`src/hw/rtl/fbct_pkg.sv`:
```
`timescale 1ns / 1ps

package fbct_pkg;

    localparam int PlaneCount = 6;
    localparam int RegCount   = 6;

    localparam int CfgIdxW  = 3;
    localparam int CfgDataW = 64;

    localparam int FuncW  = 2;
    localparam int CoordW = 16;
    localparam int SizeW  = 12;
    localparam int NormW  = 12;
    localparam int OffW   = 28;
    localparam int VtxW   = 17;
    localparam int ProdW  = NormW + VtxW;
    localparam int DistW  = 32;

    localparam int STdataW = 88;
    localparam int MTdataW = 8;

    localparam logic [FuncW-1:0] FuncPoint  = 2'd0;
    localparam logic [FuncW-1:0] FuncBox    = 2'd1;
    localparam logic [FuncW-1:0] FuncColumn = 2'd2;

    typedef struct packed {
        logic [FuncW-1:0]         func;
        logic signed [CoordW-1:0] pos_x;
        logic signed [CoordW-1:0] pos_y;
        logic signed [CoordW-1:0] pos_z;
        logic [SizeW-1:0]         size_x;
        logic signed [CoordW-1:0] size_y;
        logic [SizeW-1:0]         size_z;
        logic                     visible;
    } item_t;

endpackage

```
`src/hw/rtl/fbct_cell.sv`:
```
`timescale 1ns / 1ps

module fbct_cell (
    input  logic                          aclk,
    input  logic                          aresetn,
    input  logic                          plane_we,
    input  logic [fbct_pkg::CfgDataW-1:0] plane_wdata,
    input  logic                          in_valid,
    output logic                          in_ready,
    input  fbct_pkg::item_t               in_item,
    output logic                          out_valid,
    input  logic                          out_ready,
    output fbct_pkg::item_t               out_item
);

    logic [fbct_pkg::CfgDataW-1:0] plane_reg;

    logic                 v1_reg;
    fbct_pkg::item_t      item1_reg;
    logic signed [fbct_pkg::ProdW-1:0] prod_x_reg;
    logic signed [fbct_pkg::ProdW-1:0] prod_y_reg;
    logic signed [fbct_pkg::ProdW-1:0] prod_z_reg;

    logic                 v2_reg;
    fbct_pkg::item_t      item2_reg;

    logic ready1;
    logic ready2;

    logic signed [fbct_pkg::NormW-1:0] nx;
    logic signed [fbct_pkg::NormW-1:0] ny;
    logic signed [fbct_pkg::NormW-1:0] nz;
    logic signed [fbct_pkg::OffW-1:0]  off;
    logic                              box;
    logic                              column;
    logic signed [fbct_pkg::VtxW-1:0]  vx;
    logic signed [fbct_pkg::VtxW-1:0]  vy;
    logic signed [fbct_pkg::VtxW-1:0]  vz;
    logic signed [fbct_pkg::DistW-1:0] dist_sum;
    fbct_pkg::item_t                   item2_next;

    assign nx  = plane_reg[11:0];
    assign ny  = plane_reg[23:12];
    assign nz  = plane_reg[35:24];
    assign off = plane_reg[63:36];

    assign ready2   = !v2_reg || out_ready;
    assign ready1   = !v1_reg || ready2;
    assign in_ready = ready1;

    always_comb begin
        box    = (in_item.func == fbct_pkg::FuncBox) || (in_item.func == fbct_pkg::FuncColumn);
        column = (in_item.func == fbct_pkg::FuncColumn);
        vx = {in_item.pos_x[15], in_item.pos_x};
        vy = {in_item.pos_y[15], in_item.pos_y};
        vz = {in_item.pos_z[15], in_item.pos_z};
        if (box && (nx > 0)) begin
            vx = {in_item.pos_x[15], in_item.pos_x} + {5'b0, in_item.size_x};
        end
        if (box && (ny > 0)) begin
            if (column) begin
                vy = {in_item.size_y[15], in_item.size_y};
            end else begin
                vy = {in_item.pos_y[15], in_item.pos_y} + {in_item.size_y[15], in_item.size_y};
            end
        end
        if (box && (nz > 0)) begin
            vz = {in_item.pos_z[15], in_item.pos_z} + {5'b0, in_item.size_z};
        end
    end

    always_comb begin
        dist_sum = {{(fbct_pkg::DistW-fbct_pkg::ProdW){prod_x_reg[fbct_pkg::ProdW-1]}}, prod_x_reg}
                 + {{(fbct_pkg::DistW-fbct_pkg::ProdW){prod_y_reg[fbct_pkg::ProdW-1]}}, prod_y_reg}
                 + {{(fbct_pkg::DistW-fbct_pkg::ProdW){prod_z_reg[fbct_pkg::ProdW-1]}}, prod_z_reg}
                 + {{(fbct_pkg::DistW-fbct_pkg::OffW){off[fbct_pkg::OffW-1]}}, off};
        item2_next         = item1_reg;
        item2_next.visible = item1_reg.visible && !dist_sum[fbct_pkg::DistW-1];
    end

    always_ff @(posedge aclk) begin
        if (!aresetn) begin
            plane_reg <= '0;
            v1_reg    <= 1'b0;
            v2_reg    <= 1'b0;
        end else begin
            if (plane_we) begin
                plane_reg <= plane_wdata;
            end
            if (ready1) begin
                v1_reg <= in_valid;
            end
            if (ready2) begin
                v2_reg <= v1_reg;
            end
        end
    end

    always_ff @(posedge aclk) begin
        if (ready1 && in_valid) begin
            item1_reg  <= in_item;
            prod_x_reg <= nx * vx;
            prod_y_reg <= ny * vy;
            prod_z_reg <= nz * vz;
        end
        if (ready2 && v1_reg) begin
            item2_reg <= item2_next;
        end
    end

    assign out_valid = v2_reg;
    assign out_item  = item2_reg;

endmodule

```
`config.mk`:
```
export PLATFORM = sky130hd
export DESIGN_NAME = fbct_cell
export DESIGN_NICKNAME = d
export VERILOG_FILES = /design/src/hw/rtl/fbct_pkg.sv /design/src/hw/rtl/fbct_cell.sv
export SDC_FILE = /design/constraint.sdc
export NUM_CORES = 2
export LEC_CHECK = 0
export BUFFER_PORTS_ARGS = -buffer_cell sky130_fd_sc_hd__buf_2
export CORE_MARGIN = 2
export CORE_UTILIZATION = 55
export DETAILED_ROUTE_END_ITERATION = 12
export GPL_ROUTABILITY_DRIVEN = 0
export PLACE_DENSITY = 0.74
export REMOVE_ABC_BUFFERS = 1
export SLEW_MARGIN = 10
export SYNTH_ARGS = -nofsm -noshare
export SYNTH_HDL_FRONTEND = slang
export SYNTH_SLANG_ARGS = --single-unit
```
`constraint.sdc`:
```
create_clock -name aclk -period 13.5 [get_ports aclk]
set_clock_uncertainty 0.15 [all_clocks]
set_input_delay 2.025 -clock aclk [delete_from_list [all_inputs] [get_ports aclk]]
set_output_delay 2.025 -clock aclk [all_outputs]
set_load 0.01 [all_outputs]
```
; ---- Word level (Yosys, flattened, before mapping)
; Index checks and enable logic that the tools add are counted.
; W data, S select, Z words.
[totals]
in_bits = 160
output_inout_bits = 93
register_bits = 335
wordCells = 52
[op_classes]
n_eq_ne = 2
n_reduce_logical = 12
n_mul = 3
n_lt_le_gt_ge = 3
mux = 4
addsub = 6
[op_table]
columns = operator, n
row1 = $mul A12 B17 Y29, 3
row2 = $mux W17, 4
row3 = $gt A12 B1 Y1 const B, 3
row4 = $add A16 B13 Y17, 2
row5 = $add A31 B28 Y32, 1
row6 = $add A30 B29 Y31, 1
row7 = $add A29 B29 Y30, 1
row8 = $add A16 B16 Y17, 1
row9 = $logic_and A1 B1 Y1, 6
row10 = $logic_not A1 Y1, 3
row11 = $logic_or A1 B1 Y1, 3
row12 = $eq A2 B1 Y1 const B, 1
row13 = $eq A2 B2 Y1 const B, 1

; ---- Depth between registers and ports, before layout
[logic_depth]
ltp_word = 5
depth_mapped = 33
ltp_nobuf = 32

; ---- Worst setup path after synthesis
; OpenSTA, ideal clock, no wires.
[synth_timing]
path_kind = input to register
from = in in_item[29] (netlist bit)
to = reg prod_x_reg[21] (netlist bit) (data pin)
arrival_time_ns = 8.703
path_buffers = 1
setup_time_ns = 0.258
slack_ns = 4.389
path_stages = 30
required_ns = 13.092
path_cell_list = ha_1 > inv_1 > fa_1 > nor2b_1 > o21ai_0 > a21boi_0 > o21ai_0 > a21oi_1 > o2111ai_1 > and2_1 > o311ai_0 > buf_2 > nand2_1 > fa_1 > fa_1 > inv_1 > fa_1 > fa_1 > inv_1 > fa_1 > inv_1 > ha_1 > and3_1 > a2111oi_0 > o21bai_1 > o21ai_0 > nand2b_1 > a21o_1 > a21oi_1 > xnor2_1
[synth_between]
elab_chain_len = 3
[synth_rtl]
columns = item, line_no
row1 = from (decl), fbct_cell.sv:10  ; input fbct_pkg::item_t in_item,
row2 = $add A16 B13 Y17, fbct_cell.sv:58  ; vx = {in_item.pos_x[15], in_item.pos_x} + {5'b0, in_item.size_x};
row3 = $mux W17, fbct_cell.sv:57  ; if (box && (nx > 0)) begin
row4 = $mul A12 B17 Y29, fbct_cell.sv:102  ; prod_x_reg <= nx * vx;
row5 = to (signal assigned), fbct_cell.sv:102
row6 = to (decl), fbct_cell.sv:20  ; logic signed [fbct_pkg::ProdW-1:0] prod_x_reg;
; No other way between the ends.
; A chain may end at the register's enable or synchronous reset.

; ---- Worst setup path in the final report
[layout_timing]
from = in in_item[29] (netlist bit)
to = reg prod_x_reg[28] (netlist bit) (data pin)
; Same word-level chain as after synthesis.

==> run metrics <==
buffers plus inverters on the worst setup path=7; Mapped Area=0.0371 mm2; max frequency=0.103 GHz; largest net degree at the start of global routing=85; I/O pin count=253; Crit Path Class=input port to flip-flop; mux cell area share after synthesis=0.0192; asr flop ratio synth=0; kind of cell adding the most delay to the critical path=adder cells; Critical Path AT=10.03 ns; clock transition at the registers of the reported paths=0.06 ns; max cap viols=0; ratio of cells with drive above 1 in the final layout=0.109; Die Wd=264 um; critical path's largest stage delay=0.60 ns; DP Cell Count=4,590; Compound-Gate Fraction of Synth Area=0.0684; VDD IR max=0.000113 V; ANT cells=0; Port Buffers=252; Slew Limit Fails=0; Required @ worst endpoint=13.77 ns; 1st-iter DRT viols=1,609; r2r worst-path depth=27; CP dominant cell by count=inv_1; layout overhead on the synthesized area=9.94%; clk root buf=clkbuf_16; Die Footprint=0.0695 mm2; setup bufs post-CTS=0; CORE AREA=0.0669 mm2; Crit. End Element=flip-flop; Routed WL=83,800 um; H-tree depth=2; Slew @ Worst Pin=1.18 ns; Longest Clk Path Bufs=3; initial cell density of the core=0.554; residual DRC count=0; post-DR wirelength/cell=18.0 um; final worst path period share=0.723; register area share after synthesis=0.253; Hold Violations, Final=0; Final Net Count=4,795; Post-Synth XOR/XNOR Area=0.0243; Slew HR=0.210; global-route wire length before repair=139,000 um; total leakage power=19.1 nW; GRT Overall Usage=0.253; synthesized instance count=3,552; TritonCTS clock tree=yes; busiest layer in global routing=met2; post-synth cell types=73; status=finished, final reports clean; Post-Synth Simple-Gate Area=0.131; post-CTS resize count=0; Cell Count, Final, Fillers Out=4,661; critical path depth=33; global routing usage on met3=0.0408; Synth Area in Adders=0.422; GR Util met1=0.344; Worst Path Max Fanout=17; synthesized area per cell=10.4 um2; Final min period=9.75 ns; WHS Path Cells=0; ANT nets after route=0; met2 usage=0.414; die height=264 um; EDFF count, synth=269; Yosys reg bits=335; post-DR vias/cell=5.43; routed vias=25,300; ys flop type=edfxtp_1; number of buffers created by CTS=39; Worst setup SP type=input port; Pre-Repair DR Iteration Count=5; initial antenna violation count=4; hold bufs inserted after CTS=0; HPWL after DPL=66,700 um; GR Overflow Total=0; Setup-failing EPs final=0; main combinational cell family by area after synthesis=adder cells; Slowest-stage cell, CP=fa_1; cell row count=95; RSZ-0062 raised after global routing=false; worst skew pair latency=0.57 ns; total negative setup slack=0 ns; number of global-route vias before repair=26,700; synth warn=0; CTS Sinks=335; HP Class=flip-flop to flip-flop; Pwr Density=157 mW/mm2
## per-stage QoR
| step | total power [mW] | hold slack, ns | util | worst slack [ns] | instance area [um2] |
|---|---|---|---|---|---|
| after global routing | 7.03 | 0.246 | 0.609 | 3.13 | 40800 |
| final | 6.39 | 0.242 | 0.609 | 3.75 | 40800 |
| after floorplan | 4.28 | 0.250 | - | 3.75 | 36500 |
| after CTS | 6.45 | 0.238 | 0.609 | 3.90 | 40800 |
| after detailed placement | 5.27 | 0.255 | 0.589 | 3.29 | 39400 |
| after global placement | 5.14 | 0.250 | 0.589 | 3.52 | 39400 |
## cells in the mapped netlist, types with 8 or more instances
master	count	area, um2
o2111ai_1	8	70.1
ha_1	252	3150
xnor2_1	76	666
o21a_1	34	255
and3_1	25	156
a21o_1	30	225
o21bai_1	8	60.1
o31ai_1	11	82.6
edfxtp_1	269	8080
nor2b_1	109	682
fa_1	625	12500
a211oi_1	11	82.6
xor2_1	27	236
nand3_1	41	205
o21ai_0	95	475
inv_1	641	2410
a2111oi_0	8	70.1
nand2_1	367	1380
nor3_1	33	165
and2_1	216	1350
nor4_1	10	62.6
dfxtp_1	66	1320
mux2i_1	69	691
or3_1	9	56.3
clkbuf_1	151	567
a31oi_1	14	87.6
nor3b_1	8	60.1
nor2_1	124	465
nand2b_1	27	169
a21oi_1	92	460
## layer usage
metal | part of all wire | vias to the layer above
li1 | - | 11700
met2 | 0.48 | 738
met5 | 0.00061 | -
met3 | 0.061 | 175
met4 | 0.037 | 8
met1 | 0.42 | 12700
## worst paths after layout
kind            startpoint             end  slack [ns]
max            in_item[29]  prod_x_reg[28]        3.75
min          item1_reg[58]    out_item[58]        0.24
max reg2reg   plane_reg[1]  prod_x_reg[28]        5.22
min reg2reg  item1_reg[58]    out_item[58]        0.24
## layout by cell type, fill, tap and decap left out, types with 30 or more instances in the layout
master	n
inv_1	641
fa_1	625
nand2_1	367
edfxtp_1	269
ha_1	252
buf_2	251
and2_1	215
nor2_1	124
nor2b_1	108
o21ai_0	94
a21oi_1	92
xnor2_1	76
buf_4	73
mux2i_1	69
dfxtp_1	66
nand3_1	41
clkbuf_16	41
o21a_1	34
nor3_1	33
a21o_1	30
## logic make-up after synthesis
group | Yosys count
AND/OR/NAND/NOR | 984
buffers and inverters | 800
AO/OA/AOI/OAI | 382
XOR/XNOR | 103
multiplexers | 71
adder cells (fa/ha/maj) | 877
flip-flops | 335
## final cells by class
cell class | count | area [um2]
Tap cell | 873 | 1090
Multi-Input combinational cell | 2417 | 24700
Clock buffer | 55 | 1160
Sequential cell | 335 | 9400
Clock inverter | 16 | 208
Inverter | 641 | 2410
Timing Repair Buffer | 324 | 1800
Fill cell | 5511 | 26100
## power breakdown
group          internal [mW]  switching, mW  total (mW)  leakage [nW]
logic                   1.61           2.13        3.73          15.3
registers               1.41          0.119        1.53          3.15
clock network          0.681          0.446        1.13         0.673
total                   3.70           2.69        6.39          19.1
Note: power is estimated with default switching activity, not from simulation.
